--- config.mk ---
export PLATFORM = sky130hd
export DESIGN_NAME = heading_error_gps_qualifier_core
export DESIGN_NICKNAME = d
export VERILOG_FILES = /design/src/hw/rtl/hegq_pkg.sv /design/src/hw/rtl/heading_error_gps_qualifier_core.sv /design/src/hw/rtl/hegq_div.sv
export SDC_FILE = /design/constraint.sdc
export NUM_CORES = 1
export LEC_CHECK = 0
export ABC_AREA = 1
export BUFFER_PORTS_ARGS = -buffer_cell sky130_fd_sc_hd__buf_2
export CELL_PAD_IN_SITES_DETAIL_PLACEMENT = 0
export CELL_PAD_IN_SITES_GLOBAL_PLACEMENT = 2
export CORE_ASPECT_RATIO = 0.75
export CORE_MARGIN = 3
export CORE_UTILIZATION = 38
export CTS_CLUSTER_DIAMETER = 200
export CTS_CLUSTER_SIZE = 10
export DETAILED_ROUTE_END_ITERATION = 16
export HOLD_SLACK_MARGIN = 0.12
export MAX_ROUTING_LAYER = met4
export PLACE_DENSITY_LB_ADDON = 0.1
export SYNTH_ARGS = -nofsm -noshare
export SYNTH_HDL_FRONTEND = slang
export SYNTH_SLANG_ARGS = --single-unit
--- constraint.sdc ---
create_clock -name clk -period 6 [get_ports clk]
set_input_delay 0.6 -clock clk [delete_from_list [all_inputs] [get_ports clk]]
set_output_delay 0.6 -clock clk [all_outputs]
set_load 0.02 [all_outputs]
--- src/hw/rtl/hegq_pkg.sv ---
// ----------------------------------------------------------------------------
// hegq_pkg: shared constants
// Field widths, operation and register codes, and circle constants for the
// heading error / GPS qualifier block.
// ----------------------------------------------------------------------------
package hegq_pkg;

  localparam int IN_TDATA_W  = 56;
  localparam int IN_TUSER_W  = 2;
  localparam int OUT_TDATA_W = 64;
  localparam int CFG_INDEX_W = 3;
  localparam int CFG_DATA_W  = 16;

  localparam int HEAD_W = 13;
  localparam int CT_W   = 24;
  localparam int AVG_W  = 14;
  localparam int CNT_W  = 6;
  localparam int WIDE_W = 15;

  // running-average divider: numerator and divisor widths
  localparam int NUM_W  = 21;
  localparam int DEN_W  = 5;
  localparam int STEP_W = $clog2(NUM_W);

  localparam logic [1:0] OP_MEASURE = 2'd0;
  localparam logic [1:0] OP_ACQUIRE = 2'd1;
  localparam logic [1:0] OP_RECORD  = 2'd2;

  localparam logic [CFG_INDEX_W-1:0] CFG_ERROR_WINDOW    = 3'd0;
  localparam logic [CFG_INDEX_W-1:0] CFG_DRIFT_WINDOW    = 3'd1;
  localparam logic [CFG_INDEX_W-1:0] CFG_FIX_HURDLE      = 3'd2;
  localparam logic [CFG_INDEX_W-1:0] CFG_STEER_THRESHOLD = 3'd3;
  localparam logic [CFG_INDEX_W-1:0] CFG_ALARM_LEVEL     = 3'd4;

  localparam logic [1:0] STEER_NONE  = 2'd0;
  localparam logic [1:0] STEER_LEFT  = 2'd1;
  localparam logic [1:0] STEER_RIGHT = 2'd2;

  localparam logic signed [13:0] ERR_HALF = 14'sd2880;
  localparam logic signed [13:0] ERR_FULL = 14'sd5760;

  localparam logic [WIDE_W-1:0] FULL_CIRCLE = 15'd5760;
  localparam logic [WIDE_W-1:0] WRAP_GAP    = 15'd5280;
  localparam logic [WIDE_W-1:0] LOW_SIDE    = 15'd480;

  localparam logic [11:0] ERROR_WINDOW_RST    = 12'd80;
  localparam logic [15:0] DRIFT_WINDOW_RST    = 16'd320;
  localparam logic [4:0]  FIX_HURDLE_RST      = 5'd15;
  localparam logic [15:0] STEER_THRESHOLD_RST = 16'd400;
  localparam logic [15:0] ALARM_LEVEL_RST     = 16'd880;

endpackage

--- src/hw/rtl/heading_error_gps_qualifier_core.sv ---
// ----------------------------------------------------------------------------
// heading_error_gps_qualifier_core: course error tracker with GPS qualifier
// Wraps heading error, keeps a saturating drift, averages GPS headings over
// good fixes and switches to GPS mode after enough of them.
//
//   channel  dir  handshake          payload
//   s_*      in   s_tvalid/s_tready  s_tdata, s_tuser
//   m_*      out  m_tvalid/m_tready  m_tdata
//   cfg_*    in   cfg_write          cfg_index, cfg_data
//
// Measure request: the result waits on the 21-step serial divider of the
// running average; a measure with a bad fix or a first fix skips the divider,
// and acquire/record and unused codes go from the error step to the finish.
// One request at a time; s_tready is high only when the sequencer is idle.
// The result register frees the input side: a new request is taken while
// the previous result waits for m_tready.
// Synchronous active-high reset restores register defaults and state.
// ----------------------------------------------------------------------------
module heading_error_gps_qualifier_core #(
  parameter int DRIFT_BITS = 24
) (
  input  logic                              clk,
  input  logic                              rst,
  input  logic                              s_tvalid,
  output logic                              s_tready,
  // compass_heading, gps_course, gps_location_valid, cross_track
  input  logic [hegq_pkg::IN_TDATA_W-1:0]   s_tdata,
  // operation
  input  logic [hegq_pkg::IN_TUSER_W-1:0]   s_tuser,
  output logic                              m_tvalid,
  input  logic                              m_tready,
  // heading_error, drift_total, steer, alarm, gps_mode,
  // qualify_count, target_heading
  output logic [hegq_pkg::OUT_TDATA_W-1:0]  m_tdata,
  input  logic                              cfg_write,
  input  logic [hegq_pkg::CFG_INDEX_W-1:0]  cfg_index,
  input  logic [hegq_pkg::CFG_DATA_W-1:0]   cfg_data
);
  import hegq_pkg::*;

  localparam int XW = 33;
  localparam logic signed [XW-1:0] DRIFT_HI =
    {{(XW-DRIFT_BITS+1){1'b0}}, {(DRIFT_BITS-1){1'b1}}};
  localparam logic signed [XW-1:0] DRIFT_LO = ~DRIFT_HI;
  localparam logic signed [XW-1:0] SHOW_HI  = 33'sd8388607;
  localparam logic signed [XW-1:0] SHOW_LO  = -33'sd8388608;

  typedef enum logic [7:0] {
    S_IDLE = 8'b0000_0001,
    S_ERR  = 8'b0000_0010,
    S_QUAL = 8'b0000_0100,
    S_MUL  = 8'b0000_1000,
    S_DIV  = 8'b0001_0000,
    S_AVG  = 8'b0010_0000,
    S_GPS  = 8'b0100_0000,
    S_FIN  = 8'b1000_0000
  } state_t;

  state_t state;

  // configuration
  logic [11:0] error_window;
  logic [15:0] drift_window;
  logic [4:0]  fix_hurdle;
  logic [15:0] steer_threshold;
  logic [15:0] alarm_level;

  // tracker state
  logic [HEAD_W-1:0]            target;
  logic [HEAD_W-1:0]            recorded_target;
  logic                         recorded_valid;
  logic                         gps_mode_flag;
  logic [CNT_W-1:0]             good_fix_count;
  logic [AVG_W-1:0]             average_heading;
  logic signed [DRIFT_BITS-1:0] drift_sum;
  logic signed [HEAD_W-1:0]     last_error;

  // captured request
  logic [1:0]               op_q;
  logic [HEAD_W-1:0]        compass_q;
  logic [HEAD_W-1:0]        gps_q;
  logic                     valid_q;
  logic signed [CT_W-1:0]   ct_q;

  // work registers
  logic                good_q;
  logic [WIDE_W-1:0]   a_q;
  logic [WIDE_W-1:0]   s_q;
  logic [WIDE_W-1:0]   quot_q;

  logic                   out_valid;
  logic [OUT_TDATA_W-1:0] out_data;

  // divider
  logic               div_start;
  logic               div_done;
  logic [NUM_W-1:0]   div_num;
  logic [NUM_W-1:0]   div_quot;
  logic [DEN_W-1:0]   n5;

  // combinational helpers
  logic [HEAD_W-1:0]        heading_sel;
  logic signed [13:0]       diff;
  logic signed [13:0]       wrapped;
  logic signed [XW-1:0]     drift_x;
  logic signed [XW-1:0]     pre_x;
  logic signed [XW-1:0]     sat_x;
  logic signed [13:0]       lerr_x;
  logic signed [13:0]       ew_x;
  logic signed [XW-1:0]     dw_x;
  logic signed [XW-1:0]     st_x;
  logic signed [XW-1:0]     al_x;
  logic signed [XW-1:0]     shown_x;
  logic                     good;
  logic [WIDE_W-1:0]        h15;
  logic [WIDE_W-1:0]        avg15;
  logic [WIDE_W-1:0]        gap;
  logic                     far;
  logic [WIDE_W-1:0]        avg_fold;
  logic [CNT_W-1:0]         count_eff;
  logic [1:0]               steer;
  logic                     alarm;

  assign s_tready = (state == S_IDLE);
  assign m_tvalid = out_valid;
  assign m_tdata  = out_data;

  always_comb begin
    heading_sel = gps_mode_flag ? gps_q : compass_q;
    diff = $signed({1'b0, heading_sel}) - $signed({1'b0, target});
    if (diff > ERR_HALF) begin
      wrapped = diff - ERR_FULL;
    end else if (diff < -ERR_HALF) begin
      wrapped = diff + ERR_FULL;
    end else begin
      wrapped = diff;
    end

    drift_x = {{(XW-DRIFT_BITS){drift_sum[DRIFT_BITS-1]}}, drift_sum};
    if (gps_mode_flag) begin
      pre_x = {{(XW-CT_W){ct_q[CT_W-1]}}, ct_q};
    end else begin
      pre_x = drift_x + {{(XW-HEAD_W){wrapped[HEAD_W-1]}}, wrapped[HEAD_W-1:0]};
    end
    if (pre_x > DRIFT_HI) begin
      sat_x = DRIFT_HI;
    end else if (pre_x < DRIFT_LO) begin
      sat_x = DRIFT_LO;
    end else begin
      sat_x = pre_x;
    end

    lerr_x = {last_error[HEAD_W-1], last_error};
    ew_x   = {2'b00, error_window};
    dw_x   = {{(XW-16){1'b0}}, drift_window};
    st_x   = {{(XW-16){1'b0}}, steer_threshold};
    al_x   = {{(XW-16){1'b0}}, alarm_level};
    good = valid_q && (lerr_x < ew_x) && (lerr_x > -ew_x) &&
           (drift_x < dw_x) && (drift_x > -dw_x) && !gps_mode_flag &&
           (good_fix_count <= {1'b0, fix_hurdle});

    h15   = {2'b00, gps_q};
    avg15 = {1'b0, average_heading};
    gap   = (h15 > avg15) ? h15 - avg15 : avg15 - h15;
    far   = gap >= WRAP_GAP;

    n5      = good_fix_count[DEN_W-1:0];
    div_num = NUM_W'(a_q) * NUM_W'(n5 - DEN_W'(1)) + NUM_W'(s_q) + NUM_W'(n5 >> 1);
    div_start = (state == S_MUL);

    avg_fold  = (quot_q >= FULL_CIRCLE) ? quot_q - FULL_CIRCLE : quot_q;
    count_eff = (valid_q && recorded_valid) ? {1'b0, fix_hurdle} + CNT_W'(1)
                                            : good_fix_count;

    if (drift_x > st_x) begin
      steer = STEER_LEFT;
    end else if (drift_x < -st_x) begin
      steer = STEER_RIGHT;
    end else begin
      steer = STEER_NONE;
    end
    alarm = (drift_x >= al_x) || (drift_x <= -al_x);
    if (drift_x > SHOW_HI) begin
      shown_x = SHOW_HI;
    end else if (drift_x < SHOW_LO) begin
      shown_x = SHOW_LO;
    end else begin
      shown_x = drift_x;
    end
  end

  hegq_div u_div (
    .clk   (clk),
    .rst   (rst),
    .start (div_start),
    .num   (div_num),
    .den   (n5),
    .done  (div_done),
    .quot  (div_quot)
  );

  always_ff @(posedge clk) begin
    if (rst) begin
      error_window    <= ERROR_WINDOW_RST;
      drift_window    <= DRIFT_WINDOW_RST;
      fix_hurdle      <= FIX_HURDLE_RST;
      steer_threshold <= STEER_THRESHOLD_RST;
      alarm_level     <= ALARM_LEVEL_RST;
    end else if (cfg_write) begin
      case (cfg_index)
        CFG_ERROR_WINDOW:    error_window    <= cfg_data[11:0];
        CFG_DRIFT_WINDOW:    drift_window    <= cfg_data;
        CFG_FIX_HURDLE:      fix_hurdle      <= cfg_data[4:0];
        CFG_STEER_THRESHOLD: steer_threshold <= cfg_data;
        CFG_ALARM_LEVEL:     alarm_level     <= cfg_data;
        default: ;
      endcase
    end
  end

  always_ff @(posedge clk) begin
    if (rst) begin
      state           <= S_IDLE;
      out_valid       <= 1'b0;
      target          <= '0;
      recorded_target <= '0;
      recorded_valid  <= 1'b0;
      gps_mode_flag   <= 1'b0;
      good_fix_count  <= CNT_W'(1);
      average_heading <= '0;
      drift_sum       <= '0;
      last_error      <= '0;
    end else begin
      if (out_valid && m_tready && state != S_FIN) begin
        out_valid <= 1'b0;
      end
      case (state)
        S_IDLE: begin
          if (s_tvalid) begin
            op_q      <= s_tuser;
            compass_q <= s_tdata[12:0];
            gps_q     <= s_tdata[25:13];
            valid_q   <= s_tdata[26];
            ct_q      <= s_tdata[50:27];
            state     <= S_ERR;
          end
        end
        S_ERR: begin
          case (op_q)
            OP_MEASURE: begin
              last_error <= wrapped[HEAD_W-1:0];
              drift_sum  <= sat_x[DRIFT_BITS-1:0];
              state      <= S_QUAL;
            end
            OP_ACQUIRE: begin
              target         <= compass_q;
              drift_sum      <= '0;
              gps_mode_flag  <= 1'b0;
              good_fix_count <= CNT_W'(1);
              state          <= S_FIN;
            end
            OP_RECORD: begin
              recorded_target <= compass_q;
              recorded_valid  <= 1'b1;
              state           <= S_FIN;
            end
            default: state <= S_FIN;
          endcase
        end
        S_QUAL: begin
          good_q <= good;
          a_q    <= avg15 + ((far && !(h15 < LOW_SIDE)) ? FULL_CIRCLE : '0);
          s_q    <= h15 + ((far && (h15 < LOW_SIDE)) ? FULL_CIRCLE : '0);
          quot_q <= h15;
          if (good && good_fix_count > CNT_W'(1)) begin
            state <= S_MUL;
          end else begin
            state <= S_AVG;
          end
        end
        S_MUL: begin
          state <= S_DIV;
        end
        S_DIV: begin
          if (div_done) begin
            quot_q <= div_quot[WIDE_W-1:0];
            state  <= S_AVG;
          end
        end
        S_AVG: begin
          if (good_q) begin
            average_heading <= avg_fold[AVG_W-1:0];
            good_fix_count  <= good_fix_count + CNT_W'(1);
          end else begin
            average_heading <= '0;
            good_fix_count  <= CNT_W'(1);
          end
          state <= S_GPS;
        end
        S_GPS: begin
          good_fix_count <= count_eff;
          if (count_eff > {1'b0, fix_hurdle} && !gps_mode_flag) begin
            gps_mode_flag <= 1'b1;
            target <= recorded_valid ? recorded_target : average_heading[HEAD_W-1:0];
          end
          state <= S_FIN;
        end
        S_FIN: begin
          if (!out_valid || m_tready) begin
            out_data <= {4'b0000, target, good_fix_count, gps_mode_flag, alarm, steer,
                         shown_x[CT_W-1:0], last_error};
            out_valid <= 1'b1;
            state     <= S_IDLE;
          end
        end
        default: state <= S_IDLE;
      endcase
    end
  end

  a_busy_after_accept: assert property (@(posedge clk) disable iff (rst)
    s_tvalid && s_tready |=> !s_tready)
    else $error("request accepted while a request is in flight");

  a_gps_entry: assert property (@(posedge clk) disable iff (rst)
    $rose(gps_mode_flag) |-> good_fix_count > {1'b0, fix_hurdle})
    else $error("gps mode entered without enough good fixes");

  a_count_nonzero: assert property (@(posedge clk) disable iff (rst)
    good_fix_count != '0)
    else $error("good fix count reached zero");

  a_result_source: assert property (@(posedge clk) disable iff (rst)
    $rose(m_tvalid) |-> $past(state) == S_FIN)
    else $error("result raised outside the finish step");

  a_div_handoff: assert property (@(posedge clk) disable iff (rst)
    state == S_DIV && div_done |=> state == S_AVG)
    else $error("divider result not taken");

endmodule

--- src/hw/rtl/hegq_div.sv ---
// ----------------------------------------------------------------------------
// hegq_div: radix-2 restoring divider
// One quotient bit per cycle; done pulses once the last bit is in.
// ----------------------------------------------------------------------------
module hegq_div (
  input  logic                        clk,
  input  logic                        rst,
  input  logic                        start,
  input  logic [hegq_pkg::NUM_W-1:0]  num,
  input  logic [hegq_pkg::DEN_W-1:0]  den,
  output logic                        done,
  output logic [hegq_pkg::NUM_W-1:0]  quot
);
  import hegq_pkg::*;

  logic                busy;
  logic [STEP_W-1:0]   step;
  logic [NUM_W-1:0]    acc;
  logic [DEN_W-1:0]    rem;
  logic [DEN_W-1:0]    den_q;
  logic [DEN_W:0]      trial;
  logic                fits;

  always_comb begin
    trial = {rem, acc[NUM_W-1]};
    fits  = trial >= {1'b0, den_q};
  end

  always_ff @(posedge clk) begin
    if (rst) begin
      busy <= 1'b0;
      done <= 1'b0;
      step <= '0;
    end else if (start) begin
      acc   <= num;
      den_q <= den;
      rem   <= '0;
      step  <= '0;
      busy  <= 1'b1;
      done  <= 1'b0;
    end else if (busy) begin
      rem  <= fits ? DEN_W'(trial - {1'b0, den_q}) : trial[DEN_W-1:0];
      acc  <= {acc[NUM_W-2:0], fits};
      step <= step + STEP_W'(1);
      busy <= (step != STEP_W'(NUM_W - 1));
      done <= (step == STEP_W'(NUM_W - 1));
    end else begin
      done <= 1'b0;
    end
  end

  assign quot = acc;

endmodule
* Yosys cells after proc, flatten, opt, wreduce, memory -nomap -nowiden *
Index checks and enable logic that the tools add are counted.

operators by class
  bitwise operators = 2
  reductions and logical operators = 44
  equality and inequality tests = 22
  mux-type cells = 42
  $lt $le $gt $ge = 22
  $add $sub $neg = 20
  multipliers = 1

operator list
  kind                                                                 number
  2-to-1 mux 13 bit                                                    8
  negation 16 -> 33 bit                                                3
  2-to-1 mux 24 bit                                                    3
  case mux 8 bit (8 select lines)                                      1
  case mux 24 bit (2 select lines)                                     1
  2-to-1 mux 21 bit                                                    2
  > comparator 24 x 33 -> 1 bit                                        1
  > comparator 33 x 24 -> 1 bit, second input constant                 1
  <= comparator 24 x 33 -> 1 bit                                       1
  < comparator 24 x 33 -> 1 bit                                        1
  < comparator 33 x 24 -> 1 bit, second input constant                 1
  2-to-1 mux 33 bit                                                    1
  2-to-1 mux 8 bit                                                     4
  greater-or-equal comparator 15 x 13 -> 1 bit, second input constant  2
  2-to-1 mux 15 bit                                                    2
  case mux 15 bit (2 select lines)                                     1
  > comparator 13 x 14 -> 1 bit                                        2
  2-to-1 mux 14 bit                                                    2
  case mux 13 bit (2 select lines)                                     1
  adder 24 x 13 -> 25 bit                                              1
  greater-or-equal comparator 24 x 17 -> 1 bit                         1
  > comparator 24 x 17 -> 1 bit                                        1
  > comparator 24 bit, second input constant                           1
  < comparator 24 x 17 -> 1 bit                                        1
  other kinds (62)                                                     110

word-level totals
  register bits = 356

* Longest topological paths before layout *
  depth after elaboration = 11
  depth in mapped cells = 39
  depth with buffers taken out = 36

* Modules after synthesis *
A second synthesis with hierarchy kept.

second synthesis, totals
  cell total of the unflattened synthesis = 3456
  area, all modules = 27198.6 µm²

modules (own cells, without submodules)
  module                            area an instance (µm²)  sequential area each (µm²)  cells each  instances
  heading_error_gps_qualifier_core  25351.8                 7927.6                      3257        1
  hegq_div                          1846.8                  1071.0                      199         1

* Worst setup path before layout *
No wires, ideal clock.

  path kind = reg-to-reg
  start point = register state[4]
  end point = register compass_q[0] (enable)
  required time = 5471 ps
  slack = 178 ps
  stages on the path, launching flop included = 6
  arrival time = 5293 ps
  path buffers = 0
  cells stage by stage = dfxtp_1 nor2_1 nand2_1 nor4_1 inv_1 nor3_1

on the way
  cells in the longest elaborated chain, start to end = 2

ends and longest elaborated chain
  element                               line                                     RTL
  start: declaration                    heading_error_gps_qualifier_core.sv:59   state_t state;
  start signal: assignment              heading_error_gps_qualifier_core.sv:223  state <= S_IDLE;
  start signal: assignment              heading_error_gps_qualifier_core.sv:245  state <= S_ERR;
  start signal: assignment              heading_error_gps_qualifier_core.sv:253  state <= S_QUAL;
  equality test 8 x 1 -> 1 bit          -
  named net s_tready                    heading_error_gps_qualifier_core.sv:25   output logic s_tready,
  AND reduction 3 bit (no source line)  -
  end signal: assignment                heading_error_gps_qualifier_core.sv:241  compass_q <= s_tdata[12:0];
  end: declaration                      heading_error_gps_qualifier_core.sv:80   logic [HEAD_W-1:0] compass_q;

The timed path passes the listed nets, and every way through them passes these cells.
A chain may end at the register's enable or synchronous reset.

* Worst setup path in the final report *
  start point = register good_fix_count[1]
  end point = register u_div.acc[15] (netlist: u_div.quot[15]) (data pin)

on the way
  cells in the longest elaborated chain, start to end = 5

ends and longest elaborated chain
  element                      line                                     RTL
  start: declaration           heading_error_gps_qualifier_core.sv:73   logic [CNT_W-1:0] good_fix_count;
  start signal: assignment     heading_error_gps_qualifier_core.sv:293  good_fix_count <= good_fix_count + CNT_W'(1);
  start signal: assignment     heading_error_gps_qualifier_core.sv:301  good_fix_count <= count_eff;
  subtractor 5 x 1 -> 6 bit    heading_error_gps_qualifier_core.sv:168  div_num = NUM_W'(a_q) * NUM_W'(n5 - DEN_W'(1)) + NUM_W'(s_q) + NUM_W'(n5 >> 1);
  multiplier 16 x 6 -> 21 bit  heading_error_gps_qualifier_core.sv:168
  adder 21 x 15 -> 21 bit      heading_error_gps_qualifier_core.sv:168
  adder 21 x 4 -> 21 bit (*)   heading_error_gps_qualifier_core.sv:168
  2-to-1 mux 21 bit (*)        hegq_div.sv:34                           end else if (start) begin
  end signal: assignment       hegq_div.sv:35                           acc <= num;
  end signal: assignment       hegq_div.sv:43                           acc <= {acc[NUM_W-2:0], fits};
  end: declaration             hegq_div.sv:18                           logic [NUM_W-1:0] acc;

Mark *: on every way between the ends. The rest lies on a longest branch, timed or not.

==> implementation parameters <==
Parameter                              Value

Run status
  Run status    complete, no violations

Logic synthesis
  Largest cells by area after synthesis    edfxtp_1 21%, ha_1 15%, dfxtp_1 12%, nand2_1 9.9%, inv_1 6.3%
  Sequential element share of the synthesized area    0.331
  Top cells by count, synth    715 x nand2_1, 460 x inv_1, 322 x ha_1
  Cell count after synthesis    3430
  Area of the mapped netlist    ~0.027 mm2
  Top-count cell post-synth    nand2_1
  Synthesized area per cell    slightly below 8 um2
  Async set or reset register ratio after synthesis    0
  Flop and latch count out of synthesis    355
  Post-synthesis cell type with the largest combined area    edfxtp_1
  Syn. warnings    0
  Dominant synthesized flop cell    edfxtp_1
  Proportion of netlist area held by the largest area contributor    0.209
  Distinct cells, synth    63
  Post-synth EDFFs    189

Clock tree
  CTS clock-pin slew for the worst setup and hold paths    approximately 0.060 ns
  Sink count of the clock tree    355
  H-tree levels    2
  TritonCTS clock tree    yes
  Maximum count of clock buffers along a single path    3
  Root buf cell    clkbuf_16
  Hold-fix buffers, CTS    0
  CTS buffer count    41
  Clock Latency Late Sink    0.58 ns

Critical path
  Count of cells along the worst register-to-register path    25
  Type of element capturing the critical path    register
  Setup Crit Path Kind    register to register
  Flop2flop setup slack    between 0.4 and 0.5 ns
  Critical path arrival    5.84 ns
  Required time of the critical path    6.31 ns
  Startpoint class of the critical path    register
  CP max FO    11
  Worst flop-to-flop path startpoint    good_fix_count[1]
  Worst reg2reg endpoint    u_div.quot[15]

Routing
  Number of routed nets with antenna violations    0
  Via density per instance    5.22
  Routed length per placed instance    19.5 um
  DRC violations left    0
  Final routed wirelength across all metal layers    88100 um
  Initial DRC count    1847
  Vias after detailed routing    between 20000 and 25000
  Drt first pass iters    5

Finish
  Nets    4027
  Post-route cell area    0.0303 mm2
  Fraction of final layout cells sized beyond drive strength 1    0.0968
  Number of fill cells    7237
  Flip-flop and latch area    0.00900 mm2
  Syn-to-layout area delta    11.2%
  Multi-input gate area    0.0161 mm2
  Fin cells    4523

Placed design
  Input/output buffers    138
  Post-detail-place hpwl    ~69000 um
  Placement-stage worst setup slack    approximately 0.31 ns
  Post-detailed-placement cell area    a little under 0.03 mm2
  Dpl cells    4438
  RePlAce Congestion    roughly 0.9

STA
  Time the final worst path needs with I/O delays and setup    about 5.5 ns
  Worst path setup slack after routing    0.469 ns
  Worst Hold Margin    0.190 ns
  Maximum achievable frequency    between 150 and 200 MHz
  Hold Violations, Final    0
  Worst-Margin Slew    1.12 ns
  Max-slew violation count    0
  Portion of the clock cycle consumed by the worst path in the final layout    0.922
  Worst Skew    0.0253 ns
  Final Setup Violations    0
  Worst-case headroom to the max-slew limit    0.251

Run
  Max-capacitance violation count    0

Global routing
  Number of global-route vias before repair    between 20000 and 25000
  Antenna violations before repair    1
  First-pass GRT wire length    between 100000 and 150000 um
  GRT Resource Usage Total    0.238
  Overflow after GRT    0
  Pin count of the biggest net entering global routing    54

Power
  Pwr dens    slightly above 200 mW/mm2
  Leakage dissipation    14.1 nW
  Peak supply drop    0.183 mV
  Total chip power    0.00615 W

Min path
  Endpoint of the worst hold-timing path    ct_q[12]
  Worst hold start    s_tdata[39]
  Worst hold path class    input pin to register
  Min-Delay Path Depth    1

Floorplan
  Die Area    around 0.075 mm2
  Number of placement rows    84
  Initial core utilization    0.386
  Top-level port count    148
  Die extent in y    238 um
  Core area    0.0705 mm2
  Die W    315 um
-- layer usage --
metal / share of wire / track usage / routed length (um) / vias to the layer above
met5: 0 / - / 0 / -
met4: 0.018 / 0.0479 / 1610 / 0
met3: 0.058 / 0.0410 / 5100 / 94
met2: 0.38 / 0.313 / 33400 / 569
met1: 0.55 / 0.375 / 48000 / 11205
li1: - / - / - / 11750
-- metrics by stage --
step	setup TNS, ns	util
6_report	0	0.429
3_5_place_dp	0	0.410
2_1_floorplan	0	-
3_3_place_gp	0	0.410
4_1_cts	0	0.427
5_1_grt	-0.00859	0.429
-- state kept, by name, indices dropped and copies added, names as in the netlist, 6 cells and up --
signal and cells:
state 8, drift_sum 24, drift_window 16, a_q 15
ct_q 24, gps_q 13, recorded_target 13, compass_q 13
u_div.quot 21, s_q 14, quot_q 15, steer_threshold 16
error_window 12, m_tdata 60, target 13, alarm_level 16
good_fix_count 6, average_heading 14, last_error 13
-- logic make-up (layout without fill, tap and decap cells) --
logic type,Yosys count,in the layout,synth area share
XOR/XNOR,98,98,0.0315
multiplexers,2,2,0.000736
adder cells (fa/ha/maj),396,396,0.202
AO/OA/AOI/OAI,670,670,0.136
other,1,5,0.000138
buffers and inverters,586,727,0.0832
AND/OR/NAND/NOR,1322,1324,0.215
flip-flops,355,355,0.331
-- cell type report --
| class | instances | share of cell area |
|---|---|---|
| Tap cell | 946 | 0.0391 |
| Clock buffer | 68 | 0.0380 |
| Timing Repair Buffer | 186 | 0.0349 |
| Clock inverter | 2 | 0.000786 |
| Multi-Input combinational cell | 2494 | 0.531 |
| Inverter | 471 | 0.0586 |
| Antenna cell | 1 | 0.0000827 |
| Sequential cell | 355 | 0.298 |
-- worst max-delay path by stage --
stage / slack [ns] / startpoint / to / cells past startpoint
6_report: 0.47 / good_fix_count[1] / u_div.quot[15] / 25
5_1_grt: -0.009 / gps_q[0] / drift_sum[19] / 36
4_1_cts: 0.28 / gps_mode_flag / drift_sum[15] / 36
3_5_place_dp: 0.31 / gps_mode_flag / drift_sum[11] / 36
3_3_place_gp: 0.36 / gps_mode_flag / drift_sum[11] / 35
2_1_floorplan: 0.18 / state[4] / compass_q[0] / 5
-- placed cells by master (no fill, tap or decap), drive strengths merged, types with 11 or more instances in the layout --
| master | count |
|---|---|
| a211oi | 22 |
| a21oi | 300 |
| a31oi | 12 |
| buf | 185 |
| clkbuf | 69 |
| dfxtp | 166 |
| edfxtp | 189 |
| fa | 74 |
| ha | 322 |
| inv | 467 |
| nand2 | 740 |
| nand3 | 134 |
| nand4 | 53 |
| nor2 | 249 |
| nor3 | 64 |
| nor4 | 51 |
| o211ai | 35 |
| o21a | 11 |
| o21ai | 251 |
| o21bai | 12 |
| or2 | 14 |
| xor2 | 88 |
-- repair_timing --
| item | 4_1_cts | 5_1_grt |
|---|---|---|
| setup buffers | 0 | 12 |
| gates resized for setup | 0 | 10 |
| endpoints found under the setup margin | 0 | 23 |
-- report_power, final --
group	total [W]	switching (W)	leakage [nW]	internal (W)
clock network	0.00235	0.00105	0.555	0.00130
logic	0.00115	0.000766	10.5	0.000387
registers	0.00265	0.0000551	3.08	0.00260
total	0.00615	0.00187	14.1	0.00428
-- worst max-delay path, stage by stage, from the launching register on --
cell	delay, ns
dfxtp_1	0.31
inv_1	0.11
ha_1	0.26
nand2_1	0.07
nand2_1	0.06
nand2_1	0.14
inv_1	0.14
buf_4	0.20
nand2_1	0.09
fa_1	0.51
inv_1	0.05
fa_1	0.52
fa_1	0.52
fa_1	0.52
ha_1	0.41
nand2_1	0.12
nor2_1	0.19
nand2_1	0.08
o211ai_1	0.12
a31oi_1	0.10
o21ai_0	0.38
nand2_1	0.13
nand2_1	0.08
nand2_1	0.05
nand3_1	0.06
o21ai_0	0.07
No activity file was read; power rests on OpenSTA's default activity.
